$ cat src/rtl/core/mreb_pkg.sv
// Shared types, constants and SHA-256 helpers for the measurement register bank.
`timescale 1ns / 1ps
package mreb_pkg;

    localparam int NUM_REGISTERS_DEF = 4;
    localparam int KIND_W            = 2;
    localparam int FIELD_W           = 32;
    localparam int DIG_W             = 64;
    localparam int SLOT_W            = 2;
    localparam int REG_W             = 256;
    localparam int ROUND_W           = 6;

    typedef logic [KIND_W-1:0] t_kind;
    localparam t_kind KIND_CLEAR = 2'd0;
    localparam t_kind KIND_EVENT = 2'd1;
    localparam t_kind KIND_READ  = 2'd2;
    localparam t_kind KIND_RSVD  = 2'd3;

    localparam logic [FIELD_W-1:0] NO_ACTION_TYPE = 32'h0000_0003;
    localparam logic [FIELD_W-1:0] LOG_END_MARK   = 32'hFFFF_FFFF;

    // Padding words of the second block: one bit after the message, length 512.
    localparam logic [31:0] PAD_FIRST = 32'h8000_0000;
    localparam logic [31:0] PAD_LEN   = 32'd512;

    // Controller to datapath
    typedef struct packed {
        logic cap;
        logic start;
        logic round;
        logic fin1;
        logic fin2;
        logic emit;
    } t_cmd;

    // Datapath to controller
    typedef struct packed {
        logic do_ext;
        logic round_last;
    } t_stat;

    localparam logic [31:0] SHA_K [64] = '{
        32'h428a2f98, 32'h71374491, 32'hb5c0fbcf, 32'he9b5dba5,
        32'h3956c25b, 32'h59f111f1, 32'h923f82a4, 32'hab1c5ed5,
        32'hd807aa98, 32'h12835b01, 32'h243185be, 32'h550c7dc3,
        32'h72be5d74, 32'h80deb1fe, 32'h9bdc06a7, 32'hc19bf174,
        32'he49b69c1, 32'hefbe4786, 32'h0fc19dc6, 32'h240ca1cc,
        32'h2de92c6f, 32'h4a7484aa, 32'h5cb0a9dc, 32'h76f988da,
        32'h983e5152, 32'ha831c66d, 32'hb00327c8, 32'hbf597fc7,
        32'hc6e00bf3, 32'hd5a79147, 32'h06ca6351, 32'h14292967,
        32'h27b70a85, 32'h2e1b2138, 32'h4d2c6dfc, 32'h53380d13,
        32'h650a7354, 32'h766a0abb, 32'h81c2c92e, 32'h92722c85,
        32'ha2bfe8a1, 32'ha81a664b, 32'hc24b8b70, 32'hc76c51a3,
        32'hd192e819, 32'hd6990624, 32'hf40e3585, 32'h106aa070,
        32'h19a4c116, 32'h1e376c08, 32'h2748774c, 32'h34b0bcb5,
        32'h391c0cb3, 32'h4ed8aa4a, 32'h5b9cca4f, 32'h682e6ff3,
        32'h748f82ee, 32'h78a5636f, 32'h84c87814, 32'h8cc70208,
        32'h90befffa, 32'ha4506ceb, 32'hbef9a3f7, 32'hc67178f2
    };

    localparam logic [31:0] SHA_INIT [8] = '{
        32'h6a09e667, 32'hbb67ae85, 32'h3c6ef372, 32'ha54ff53a,
        32'h510e527f, 32'h9b05688c, 32'h1f83d9ab, 32'h5be0cd19
    };

    function automatic logic [31:0] rotr(input logic [31:0] x, input int n);
        rotr = (x >> n) | (x << (32 - n));
    endfunction

    function automatic logic [31:0] big_sig0(input logic [31:0] x);
        big_sig0 = rotr(x, 2) ^ rotr(x, 13) ^ rotr(x, 22);
    endfunction

    function automatic logic [31:0] big_sig1(input logic [31:0] x);
        big_sig1 = rotr(x, 6) ^ rotr(x, 11) ^ rotr(x, 25);
    endfunction

    function automatic logic [31:0] sml_sig0(input logic [31:0] x);
        sml_sig0 = rotr(x, 7) ^ rotr(x, 18) ^ (x >> 3);
    endfunction

    function automatic logic [31:0] sml_sig1(input logic [31:0] x);
        sml_sig1 = rotr(x, 17) ^ rotr(x, 19) ^ (x >> 10);
    endfunction

endpackage

$ cat src/rtl/core/mreb_if.sv
// Valid/ready channel interfaces for input and result words.
`timescale 1ns / 1ps
interface mreb_in_if;
    logic                          valid;
    logic                          ready;
    logic [mreb_pkg::KIND_W-1:0]   kind;
    logic [mreb_pkg::FIELD_W-1:0]  register_number;
    logic [mreb_pkg::FIELD_W-1:0]  rec_type;
    logic [mreb_pkg::FIELD_W-1:0]  num_digests;
    logic [mreb_pkg::DIG_W-1:0]    digest_word0;
    logic [mreb_pkg::DIG_W-1:0]    digest_word1;
    logic [mreb_pkg::DIG_W-1:0]    digest_word2;
    logic [mreb_pkg::DIG_W-1:0]    digest_word3;

    modport source (output valid, kind, register_number, rec_type, num_digests,
                    digest_word0, digest_word1, digest_word2, digest_word3,
                    input ready);
    modport sink   (input valid, kind, register_number, rec_type, num_digests,
                    digest_word0, digest_word1, digest_word2, digest_word3,
                    output ready);
endinterface

interface mreb_out_if;
    logic                          valid;
    logic                          ready;
    logic [mreb_pkg::SLOT_W-1:0]   slot_index;
    logic                          extended;
    logic [mreb_pkg::DIG_W-1:0]    value_word0;
    logic [mreb_pkg::DIG_W-1:0]    value_word1;
    logic [mreb_pkg::DIG_W-1:0]    value_word2;
    logic [mreb_pkg::DIG_W-1:0]    value_word3;

    modport source (output valid, slot_index, extended,
                    value_word0, value_word1, value_word2, value_word3,
                    input ready);
    modport sink   (input valid, slot_index, extended,
                    value_word0, value_word1, value_word2, value_word3,
                    output ready);
endinterface

$ cat src/rtl/core/measurement_register_extend_bank_top.sv
// Top level of the measurement register bank with SHA-256 extend.
//
// Usage:
//   i_in  : input words (clear all, event record, read register), valid/ready.
//   o_out : one result word per input word, valid/ready, held in a register.
//   A word is accepted only while the block is idle; i_in.ready is low from
//   the cycle after acceptance until the result has been loaded into o_out.
// Sequence:
//   Clear, read, or a record that does not extend: decide, then load the
//   result into o_out.
//   Extending record: decide, 64 rounds, fold, 64 rounds, fold, load. The
//   single SHA-256 round unit, one round per cycle, runs both sets of
//   rounds.
// Reset: i_rst_n synchronous active low; all registers read as zero,
//   o_out.valid drops, the block is idle.
// Stall: a finished result sits in the o_out register. The next word may be
//   accepted meanwhile; its result waits in the controller until o_out frees.
`timescale 1ns / 1ps
module measurement_register_extend_bank_top #(
    parameter int NUM_REGISTERS = mreb_pkg::NUM_REGISTERS_DEF
) (
    input  logic        i_clk,
    input  logic        i_rst_n,
    mreb_in_if.sink     i_in,
    mreb_out_if.source  o_out
);
    import mreb_pkg::*;

    t_cmd  w_cmd;
    t_stat w_stat;

    mreb_ctrl u_ctrl (
        .i_clk       (i_clk),
        .i_rst_n     (i_rst_n),
        .i_in_valid  (i_in.valid),
        .o_in_ready  (i_in.ready),
        .i_out_ready (o_out.ready),
        .o_out_valid (o_out.valid),
        .i_stat      (w_stat),
        .o_cmd       (w_cmd)
    );

    mreb_dp #(
        .NUM_REGISTERS (NUM_REGISTERS)
    ) u_dp (
        .i_clk             (i_clk),
        .i_rst_n           (i_rst_n),
        .i_cmd             (w_cmd),
        .o_stat            (w_stat),
        .i_kind            (i_in.kind),
        .i_register_number (i_in.register_number),
        .i_rec_type        (i_in.rec_type),
        .i_num_digests     (i_in.num_digests),
        .i_digest_word0    (i_in.digest_word0),
        .i_digest_word1    (i_in.digest_word1),
        .i_digest_word2    (i_in.digest_word2),
        .i_digest_word3    (i_in.digest_word3),
        .o_slot_index      (o_out.slot_index),
        .o_extended        (o_out.extended),
        .o_value_word0     (o_out.value_word0),
        .o_value_word1     (o_out.value_word1),
        .o_value_word2     (o_out.value_word2),
        .o_value_word3     (o_out.value_word3)
    );

endmodule

$ cat src/rtl/core/mreb_ctrl.sv
// Sequencing state machine: accept, two compression passes when extending, result hand-off.
`timescale 1ns / 1ps
module mreb_ctrl (
    input  logic             i_clk,
    input  logic             i_rst_n,
    input  logic             i_in_valid,
    output logic             o_in_ready,
    input  logic             i_out_ready,
    output logic             o_out_valid,
    input  mreb_pkg::t_stat  i_stat,
    output mreb_pkg::t_cmd   o_cmd
);
    import mreb_pkg::*;

    typedef enum logic [2:0] {
        ST_IDLE,
        ST_DECIDE,
        ST_ROUND1,
        ST_FIN1,
        ST_ROUND2,
        ST_FIN2,
        ST_EMIT
    } t_state;

    t_state r_state;
    t_state n_state;
    logic   r_out_valid;
    logic   w_emit_ok;

    assign w_emit_ok   = !r_out_valid || i_out_ready;
    assign o_in_ready  = (r_state == ST_IDLE);
    assign o_out_valid = r_out_valid;

    always_comb begin
        n_state = r_state;
        o_cmd   = '0;
        case (r_state)
            ST_IDLE: begin
                if (i_in_valid) begin
                    o_cmd.cap = 1'b1;
                    n_state   = ST_DECIDE;
                end
            end
            ST_DECIDE: begin
                if (i_stat.do_ext) begin
                    o_cmd.start = 1'b1;
                    n_state     = ST_ROUND1;
                end else begin
                    n_state = ST_EMIT;
                end
            end
            ST_ROUND1: begin
                o_cmd.round = 1'b1;
                if (i_stat.round_last) begin
                    n_state = ST_FIN1;
                end
            end
            ST_FIN1: begin
                o_cmd.fin1 = 1'b1;
                n_state    = ST_ROUND2;
            end
            ST_ROUND2: begin
                o_cmd.round = 1'b1;
                if (i_stat.round_last) begin
                    n_state = ST_FIN2;
                end
            end
            ST_FIN2: begin
                o_cmd.fin2 = 1'b1;
                n_state    = ST_EMIT;
            end
            ST_EMIT: begin
                if (w_emit_ok) begin
                    o_cmd.emit = 1'b1;
                    n_state    = ST_IDLE;
                end
            end
            default: begin
                n_state = ST_IDLE;
            end
        endcase
    end

    always_ff @(posedge i_clk) begin
        if (!i_rst_n) begin
            r_state     <= ST_IDLE;
            r_out_valid <= 1'b0;
        end else begin
            r_state <= n_state;
            if (o_cmd.emit) begin
                r_out_valid <= 1'b1;
            end else if (i_out_ready) begin
                r_out_valid <= 1'b0;
            end
        end
    end

endmodule

$ cat src/rtl/core/mreb_dp.sv
// Register bank, SHA-256 round datapath and result register.
`timescale 1ns / 1ps
module mreb_dp #(
    parameter int NUM_REGISTERS = mreb_pkg::NUM_REGISTERS_DEF
) (
    input  logic                          i_clk,
    input  logic                          i_rst_n,
    input  mreb_pkg::t_cmd                i_cmd,
    output mreb_pkg::t_stat               o_stat,
    input  logic [mreb_pkg::KIND_W-1:0]   i_kind,
    input  logic [mreb_pkg::FIELD_W-1:0]  i_register_number,
    input  logic [mreb_pkg::FIELD_W-1:0]  i_rec_type,
    input  logic [mreb_pkg::FIELD_W-1:0]  i_num_digests,
    input  logic [mreb_pkg::DIG_W-1:0]    i_digest_word0,
    input  logic [mreb_pkg::DIG_W-1:0]    i_digest_word1,
    input  logic [mreb_pkg::DIG_W-1:0]    i_digest_word2,
    input  logic [mreb_pkg::DIG_W-1:0]    i_digest_word3,
    output logic [mreb_pkg::SLOT_W-1:0]   o_slot_index,
    output logic                          o_extended,
    output logic [mreb_pkg::DIG_W-1:0]    o_value_word0,
    output logic [mreb_pkg::DIG_W-1:0]    o_value_word1,
    output logic [mreb_pkg::DIG_W-1:0]    o_value_word2,
    output logic [mreb_pkg::DIG_W-1:0]    o_value_word3
);
    import mreb_pkg::*;

    localparam int IDX_W = (NUM_REGISTERS > 1) ? $clog2(NUM_REGISTERS) : 1;

    // captured item
    t_kind               r_kind;
    logic [IDX_W-1:0]    r_idx;
    logic [SLOT_W-1:0]   r_slot;
    logic                r_in_range;
    logic                r_do_ext;
    logic [DIG_W-1:0]    r_dig [4];

    logic [REG_W-1:0]    r_bank [NUM_REGISTERS];

    logic [31:0]         r_h [8];
    logic [31:0]         r_v [8];
    logic [31:0]         r_w [16];
    logic [ROUND_W-1:0]  r_cnt;

    logic [REG_W-1:0]    r_val;
    logic [SLOT_W-1:0]   r_slot_o;
    logic                r_ext_o;

    logic [FIELD_W-1:0]  w_idx32;
    logic                w_in_range;
    logic                w_end_mark;
    logic                w_do_ext;
    logic [31:0]         w_t1;
    logic [31:0]         w_t2;
    logic [31:0]         w_wnew;
    logic [31:0]         w_hn [8];
    logic [REG_W-1:0]    w_cur;
    logic [REG_W-1:0]    w_hcat;
    logic                w_readable;

    // index = number - 1, floored at zero
    assign w_idx32    = (i_register_number == '0) ? '0 : i_register_number - 32'd1;
    assign w_in_range = (w_idx32 < 32'(NUM_REGISTERS));
    assign w_end_mark = (i_register_number == LOG_END_MARK) && (i_rec_type == LOG_END_MARK);
    assign w_do_ext   = (i_kind == KIND_EVENT) && w_in_range && !w_end_mark
                        && (i_rec_type != NO_ACTION_TYPE) && (i_num_digests != '0);

    assign o_stat.do_ext     = r_do_ext;
    assign o_stat.round_last = (r_cnt == {ROUND_W{1'b1}});

    assign w_cur      = r_bank[r_idx];
    assign w_readable = r_in_range && ((r_kind == KIND_EVENT) || (r_kind == KIND_READ));

    always_comb begin
        w_t1 = r_v[7] + big_sig1(r_v[4]) + ((r_v[4] & r_v[5]) ^ (~r_v[4] & r_v[6]))
               + SHA_K[r_cnt] + r_w[0];
        w_t2 = big_sig0(r_v[0]) + ((r_v[0] & r_v[1]) ^ (r_v[0] & r_v[2]) ^ (r_v[1] & r_v[2]));
        w_wnew = sml_sig1(r_w[14]) + r_w[9] + sml_sig0(r_w[1]) + r_w[0];
        for (int i = 0; i < 8; i++) begin
            w_hn[i] = r_h[i] + r_v[i];
        end
        for (int i = 0; i < 8; i++) begin
            w_hcat[REG_W-1-32*i -: 32] = w_hn[i];
        end
    end

    // capture
    always_ff @(posedge i_clk) begin
        if (i_cmd.cap) begin
            r_kind     <= i_kind;
            r_idx      <= w_idx32[IDX_W-1:0];
            r_slot     <= w_in_range ? w_idx32[SLOT_W-1:0] : '0;
            r_in_range <= w_in_range;
            r_dig[0]   <= i_digest_word0;
            r_dig[1]   <= i_digest_word1;
            r_dig[2]   <= i_digest_word2;
            r_dig[3]   <= i_digest_word3;
        end
    end

    always_ff @(posedge i_clk) begin
        if (!i_rst_n) begin
            r_do_ext <= 1'b0;
            r_cnt    <= '0;
        end else begin
            if (i_cmd.cap) begin
                r_do_ext <= w_do_ext;
            end
            if (i_cmd.start || i_cmd.fin1) begin
                r_cnt <= '0;
            end else if (i_cmd.round) begin
                r_cnt <= r_cnt + 1'b1;
            end
        end
    end

    // compression state
    always_ff @(posedge i_clk) begin
        if (i_cmd.start) begin
            for (int i = 0; i < 8; i++) begin
                r_h[i]     <= SHA_INIT[i];
                r_v[i]     <= SHA_INIT[i];
                r_w[i]     <= w_cur[REG_W-1-32*i -: 32];
            end
            for (int k = 0; k < 4; k++) begin
                r_w[8+2*k] <= r_dig[k][63:32];
                r_w[9+2*k] <= r_dig[k][31:0];
            end
        end else if (i_cmd.round) begin
            r_v[0] <= w_t1 + w_t2;
            r_v[1] <= r_v[0];
            r_v[2] <= r_v[1];
            r_v[3] <= r_v[2];
            r_v[4] <= r_v[3] + w_t1;
            r_v[5] <= r_v[4];
            r_v[6] <= r_v[5];
            r_v[7] <= r_v[6];
            for (int i = 0; i < 15; i++) begin
                r_w[i] <= r_w[i+1];
            end
            r_w[15] <= w_wnew;
        end else if (i_cmd.fin1) begin
            for (int i = 0; i < 8; i++) begin
                r_h[i] <= w_hn[i];
                r_v[i] <= w_hn[i];
            end
            for (int i = 1; i < 15; i++) begin
                r_w[i] <= '0;
            end
            r_w[0]  <= PAD_FIRST;
            r_w[15] <= PAD_LEN;
        end
    end

    // register bank
    always_ff @(posedge i_clk) begin
        if (!i_rst_n) begin
            for (int r = 0; r < NUM_REGISTERS; r++) begin
                r_bank[r] <= '0;
            end
        end else if (i_cmd.emit && (r_kind == KIND_CLEAR)) begin
            for (int r = 0; r < NUM_REGISTERS; r++) begin
                r_bank[r] <= '0;
            end
        end else if (i_cmd.fin2) begin
            r_bank[r_idx] <= w_hcat;
        end
    end

    // result word
    always_ff @(posedge i_clk) begin
        if (i_cmd.emit) begin
            r_val    <= w_readable ? w_cur : '0;
            r_slot_o <= w_readable ? r_slot : '0;
            r_ext_o  <= r_do_ext;
        end
    end

    assign o_slot_index  = r_slot_o;
    assign o_extended    = r_ext_o;
    assign o_value_word0 = r_val[255:192];
    assign o_value_word1 = r_val[191:128];
    assign o_value_word2 = r_val[127:64];
    assign o_value_word3 = r_val[63:0];

endmodule

$ cat src/flat_wrapper.sv
// flat-port wrapper written by rule: the top's interface ports become plain ports
module measurement_register_extend_bank_top_flat import mreb_pkg::*;
#(
    parameter int NUM_REGISTERS = mreb_pkg::NUM_REGISTERS_DEF
)
  (i_clk, i_rst_n, i_in_valid, i_in_kind, i_in_register_number, i_in_rec_type, i_in_num_digests, i_in_digest_word0, i_in_digest_word1, i_in_digest_word2, i_in_digest_word3, i_in_ready, o_out_valid, o_out_slot_index, o_out_extended, o_out_value_word0, o_out_value_word1, o_out_value_word2, o_out_value_word3, o_out_ready);
  mreb_in_if i_in_i ();
  mreb_out_if o_out_i ();
  input  logic i_clk;
  input  logic i_rst_n;
  input wire logic [$bits(i_in_i.valid)-1:0] i_in_valid;
  input wire logic [$bits(i_in_i.kind)-1:0] i_in_kind;
  input wire logic [$bits(i_in_i.register_number)-1:0] i_in_register_number;
  input wire logic [$bits(i_in_i.rec_type)-1:0] i_in_rec_type;
  input wire logic [$bits(i_in_i.num_digests)-1:0] i_in_num_digests;
  input wire logic [$bits(i_in_i.digest_word0)-1:0] i_in_digest_word0;
  input wire logic [$bits(i_in_i.digest_word1)-1:0] i_in_digest_word1;
  input wire logic [$bits(i_in_i.digest_word2)-1:0] i_in_digest_word2;
  input wire logic [$bits(i_in_i.digest_word3)-1:0] i_in_digest_word3;
  output wire logic [$bits(i_in_i.ready)-1:0] i_in_ready;
  output wire logic [$bits(o_out_i.valid)-1:0] o_out_valid;
  output wire logic [$bits(o_out_i.slot_index)-1:0] o_out_slot_index;
  output wire logic [$bits(o_out_i.extended)-1:0] o_out_extended;
  output wire logic [$bits(o_out_i.value_word0)-1:0] o_out_value_word0;
  output wire logic [$bits(o_out_i.value_word1)-1:0] o_out_value_word1;
  output wire logic [$bits(o_out_i.value_word2)-1:0] o_out_value_word2;
  output wire logic [$bits(o_out_i.value_word3)-1:0] o_out_value_word3;
  input wire logic [$bits(o_out_i.ready)-1:0] o_out_ready;
  assign i_in_i.valid = i_in_valid;
  assign i_in_i.kind = i_in_kind;
  assign i_in_i.register_number = i_in_register_number;
  assign i_in_i.rec_type = i_in_rec_type;
  assign i_in_i.num_digests = i_in_num_digests;
  assign i_in_i.digest_word0 = i_in_digest_word0;
  assign i_in_i.digest_word1 = i_in_digest_word1;
  assign i_in_i.digest_word2 = i_in_digest_word2;
  assign i_in_i.digest_word3 = i_in_digest_word3;
  assign i_in_ready = i_in_i.ready;
  assign o_out_valid = o_out_i.valid;
  assign o_out_slot_index = o_out_i.slot_index;
  assign o_out_extended = o_out_i.extended;
  assign o_out_value_word0 = o_out_i.value_word0;
  assign o_out_value_word1 = o_out_i.value_word1;
  assign o_out_value_word2 = o_out_i.value_word2;
  assign o_out_value_word3 = o_out_i.value_word3;
  assign o_out_i.ready = o_out_ready;
  measurement_register_extend_bank_top #(.NUM_REGISTERS(NUM_REGISTERS)) u_core (.i_clk(i_clk), .i_rst_n(i_rst_n), .i_in(i_in_i), .o_out(o_out_i));
endmodule
$ cat config.mk
export PLATFORM = sky130hd
export DESIGN_NAME = measurement_register_extend_bank_top_flat
export DESIGN_NICKNAME = d
export VERILOG_FILES = /design/src/rtl/core/mreb_pkg.sv /design/src/rtl/core/mreb_if.sv /design/src/rtl/core/measurement_register_extend_bank_top.sv /design/src/rtl/core/mreb_ctrl.sv /design/src/rtl/core/mreb_dp.sv /design/src/flat_wrapper.sv
export SDC_FILE = /design/constraint.sdc
export NUM_CORES = 2
export LEC_CHECK = 0
export BUFFER_PORTS_ARGS = -buffer_cell sky130_fd_sc_hd__buf_2
export CAP_MARGIN = 0
export CELL_PAD_IN_SITES_DETAIL_PLACEMENT = 0
export CELL_PAD_IN_SITES_GLOBAL_PLACEMENT = 2
export CORE_AREA = 2 2 652 654
export DETAILED_ROUTE_END_ITERATION = 8
export DIE_AREA = 0 0 654 656
export HOLD_SLACK_MARGIN = 0.06
export PLACE_DENSITY_LB_ADDON = 0.1
export SLEW_MARGIN = 15
export SYNTH_ARGS = -nofsm -noshare
export SYNTH_HDL_FRONTEND = slang
export SYNTH_SLANG_ARGS = --single-unit
$ cat constraint.sdc
create_clock -name i_clk -period 23.5 [get_ports i_clk]
set_input_delay 3.525 -clock i_clk [delete_from_list [all_inputs] [get_ports i_clk]]
set_output_delay 3.525 -clock i_clk [all_outputs]
set_load 0.05 [all_outputs]
* Word-level counts from Yosys, hierarchy flattened
Memories as Yosys holds them, arrays and structs flattened. A register that Yosys moved wholly into a read port is not among the register bits.
Cells that the tools add are included.
** Word-level totals
- Input bits :: 358
- Memories kept :: 6
- Bits in writable memories :: 2304
- Bits in registers :: 277
- Memory bits (read-only) :: 2048
** Memories
- (name not given) :: words 64, bits a word 32, rd ports 1, clocked after memory_dff 0, wr ports 0, RTL line mreb_dp.sv:75 : + SHA_K[r_cnt] + r_w[0];
- u_core.u_dp.r_bank :: words 4, bits a word 256, rd ports 1, clocked after memory_dff 1, wr ports 4, RTL line mreb_dp.sv:37 : logic [REG_W-1:0] r_bank [NUM_REGISTERS];
- u_core.u_dp.r_w :: words 16, bits a word 32, rd ports 16, clocked after memory_dff 0, wr ports 16, RTL line mreb_dp.sv:41 : logic [31:0] r_w [16];
- u_core.u_dp.r_dig :: words 4, bits a word 64, rd ports 4, clocked after memory_dff 0, wr ports 4, RTL line mreb_dp.sv:35 : logic [DIG_W-1:0] r_dig [4];
- u_core.u_dp.r_h :: words 8, bits a word 32, rd ports 8, clocked after memory_dff 0, wr ports 8, RTL line mreb_dp.sv:39 : logic [31:0] r_h [8];
- u_core.u_dp.r_v :: words 8, bits a word 32, rd ports 8, clocked after memory_dff 0, wr ports 8, RTL line mreb_dp.sv:40 : logic [31:0] r_v [8];
** Cells by class
- Bitwise logic cells :: 89
- Equality and inequality tests :: 17
- $add $sub $neg :: 20
- Multiplexer cells :: 103
- Reductions and logical operators :: 21
- $lt $le $gt $ge :: 2
** Operators by type and width (number)
- $mux 32 :: 59
- $mux 256 :: 5
- $add 32x32->32 :: 18
- $xor 32x32->32 :: 9
- $reduce_or 256->1 :: 1
- $and 32x32->32 :: 5
- $eq 32x32->1 const B :: 2
- $or 1x1->1 :: 60
- $logic_not 32->1 :: 1
- $lt 32x3->1 const B :: 1
- $ne 32x2->1 const B :: 1
- $not 32->32 :: 1
- $or 10x32->32 :: 1
- $or 13x32->32 :: 1
- $or 14x32->32 :: 1
- $or 15x32->32 :: 1
- $or 19x32->32 :: 1
- $or 21x32->32 :: 1
- $or 25x32->32 :: 1
- $or 26x32->32 :: 1
- $or 30x32->32 :: 1
- $or 7x32->32 :: 1
- $reduce_bool 32->1 :: 1
- $sub 32x1->32 const B :: 1
- 25 further kinds :: 77

* Depth between registers and ports, before layout
An unclocked memory read counts as a cell.
- Depth in word-level cells :: 11
- Mapped depth :: 43
- Depth with buffers taken out :: 42

* Cells and area by module
A second synthesis with hierarchy kept.
** Unflattened totals
- Cell total of the unflattened synthesis :: 9621
- Area total of the unflattened synthesis :: 126410.0 um2
** Modules (own cells, without submodules)
- mreb_dp :: sequential area each 76713.6 um2, instances 1, cells each 9593, area an instance 126134.7 um2
- mreb_ctrl :: sequential area each 80.1 um2, instances 1, cells each 28, area an instance 275.3 um2

* Worst setup path before layout
No wires, ideal clock.
- Kind :: input-to-reg
- From :: in o_out_ready
- To :: mem u_core.u_dp.r_bank[0][0] (enable)
- Cell stages on the path :: 4
- Slack :: -715 ps
- Arrival :: 23587 ps
- Library setup time :: 628 ps
- Path through :: nand2b_1 > nor2b_1 > a21boi_0 > nand2_1
** RTL lines
- from (decl) :: RTL line flat_wrapper.sv:28 : input wire logic [$bits(o_out_i.ready)-1:0] o_out_ready;
- to (decl) :: RTL line mreb_dp.sv:37

==> metrics <==
fraction of layout cells with a size suffix above 1=about 15%; most common cell after layout, fill and taps aside=edfxtp_1; Chip Height=656 um; # IOs=619; Synth Warn #=0; cts bufs inserted=317; post-route setup TNS=0 ns; Post-CTS Setup Repair Bufs=0; Initial Utilization=between 20% and 30%; crit path max fanout=18; Hold Path Class=reg2reg; Final nets=11.07k; ys flop type=edfxtp_1; met1 WL=232.2 mm; Avg Cell Area, Syn=13.17 um2; Mapped Cells=9580; WL met2=267.4 mm; CP Buf/Inv Count=6; post-cts sizing count=0; largest net degree at the start of global routing=164; max_cap viols=0; Worst Hold Slack=approximately 0.44 ns; Synth area leaders=edfxtp_1 (60%), mux4_2 (4.8%), nor2_1 (4.0%); num rows=239; DR top layer=met5; top-area cell type share of the netlist area=59.62%; CTS Buffer Depth=4; # port buffers=a little over 600; family with the most delay on the worst path=adder cells; TritonRoute pass-1 iters=7; Slowest-stage cell, CP=ha_1; met3 WL=20.36 mm; CP Capture Type=flip-flop; DIE WIDTH=654 um; Global Route Usage Sum=24.34%; routability cong.=0.8741; detailed-route wire length per cell=33.29 um; crit share post-route=48.21%; Setup CP Type=reg2reg; Final Core Density=34.58%; DR DRC count=0; Post-DP HPWL=387.4 mm; # H-tree levels=5; Hold Fails Final Rpt=0; Worst-Margin Slew=about 1.4 ns; Synth cell types=88; status=finished, final reports clean; required time of the critical path=24.13 ns; Post-synth EDFFs=2506; synthesized flop and latch total=approximately 2.6k; Cell Area, Synth=126200 um2; vias in the first global route=between 80k and 90k; Via density=5.199; Clock Skew=0.05596 ns; startpoint types=flip-flop; Area Overhead vs Synth=15.69%; first-pass GRT wire length=725.3 mm; unrepaired setup endpoints after global routing=false; Skew-Pair Late Insertion Delay=0.95 ns; grt total ovfl=0; slowest stage delay, CP=0.94 ns; Die ar.=429000 um2; root buffer cell=clkbuf_16; vias=83.51k; Fmax=88.27 MHz; final setup fails=0; CTS sink cnt=2583; Placeable Area=about 420000 um2; Total Wirelength=534.7 mm; Synth area leader=edfxtp_1; CTS tree=yes; Worst-path clk slew=0.06 ns; asr flop ratio synth=0%; fillers=around 42k; Post-DRT Antenna Nets=0; max-slew violation count=0; most frequent cells in the layout=edfxtp_1 (2506), nor2_1 (1343), buf_2 (618); CTS Hold Bufs=0; initial antenna violation count=between 60 and 70; Post-Syn Nets=10.53k; Seq/Total Area, Yosys=60.84%; relative slew slack=8.571%; DRT iter0 DRCs=7651; minimum clock period=11.33 ns; CP Data Arrival Time=11.96 ns
==> tightest hold or removal path, delay by kind of cell, from the launching register on <==
kind | cells | cell delay, ns
and+or+nand+nor | 1 | 0.04
AOI/OAI and AO/OA | 1 | 0.05
DFF | 1 | 0.32
==> layer usage <==
metal,up-vias,track usage (%)
li1,36800,-
met1,43960,32.69
met2,2188,42.13
met3,554,2.276
met4,10,6.065
met5,-,0
==> path summary, 6_finish.rpt <==
check | start | endpoint | slack [ns] | depth (start not counted)
min reg2reg | u_core.u_dp.r_w[1][66] | u_core.u_dp.r_w[1][34] | 0.44 | 2
max | u_core.u_dp.r_cnt[0] | u_core.u_dp.r_v[0][30] | 12.17 | 38
max reg2reg | u_core.u_dp.r_cnt[0] | u_core.u_dp.r_v[0][30] | 12.17 | 38
min | u_core.u_dp.r_w[1][66] | u_core.u_dp.r_w[1][34] | 0.44 | 2
==> cell usage after synthesis, types with 23 or more instances <==
cell and n:
clkbuf_1 474, a211oi_1 41, nand4_1 47, a22o_1 419, dfxtp_1 77, a21boi_0 24
ha_1 396, a21o_1 279, a31oi_1 43, mux4_2 267, o22ai_1 36, inv_1 364
a22oi_1 76, mux2_2 23, nor3_1 66, nor4_1 23, a21oi_1 410, nor2_1 1347
fa_1 195, xor2_1 223, nand3_1 67, edfxtp_1 2506, nand2b_1 59, o21a_1 111
o21ai_0 323, nor2b_1 46, buf_1 76, o21bai_1 44, and3_1 311, and2_1 39
xnor2_1 394, nand2_1 469
==> metrics by stage <==
stage | std cells | setup slack (ns) | instance area, um2
floorplan | 9580 | 5.366 | 126200
global placement | 15470 | 12.16 | 135800
detailed placement | 15470 | 12.24 | 135800
CTS | 16040 | 12.16 | 146000
global route | 16050 | 11.37 | 146000
finish | 16060 | 12.17 | 146000
==> state kept, by name, indices dropped and copies added, names as in the netlist, 2 cells and up, named ones only <==
register / flops
u_core.u_dp.r_bank: 1024
u_core.u_dp.r_cnt: 6
u_core.u_dp.r_slot: 2
u_core.u_dp.r_dig: 256
u_core.u_dp.r_val: 256
u_core.u_dp.r_w: 512
u_core.u_dp.r_h: 256
u_core.u_dp.r_v: 256
u_core.u_ctrl.r_state: 3
u_core.u_dp.o_slot_index: 2
u_core.u_dp.r_kind: 2
u_core.u_dp.r_idx: 2
==> final cells by class <==
cell class	instances	area [um2]	share of cell area [%]
Antenna cell	19	47.55	0.03256
Clock buffer	409	8483	5.810
Clock inverter	166	1640	1.123
Inverter	368	1409	0.9649
Multi-Input combinational cell	6078	46150	31.61
Sequential cell	2583	76810	52.61
Tap cell	5663	7086	4.853
Timing Repair Buffer	777	4387	3.004
==> kinds of logic after synthesis <==
family          after synthesis  synth area share (%)
flops                      2583                 60.84
buf+inv                     919                 2.734
compound gates             2016                 11.05
xor+xnor                    619                 4.307
simple gates               2545                 8.940
fa+ha+maj                   594                 7.043
mux                         304                 5.081
Power is left out: the tool's default activity adds up to more than one toggle a clock period on the data nets, which glitch-free logic cannot reach.
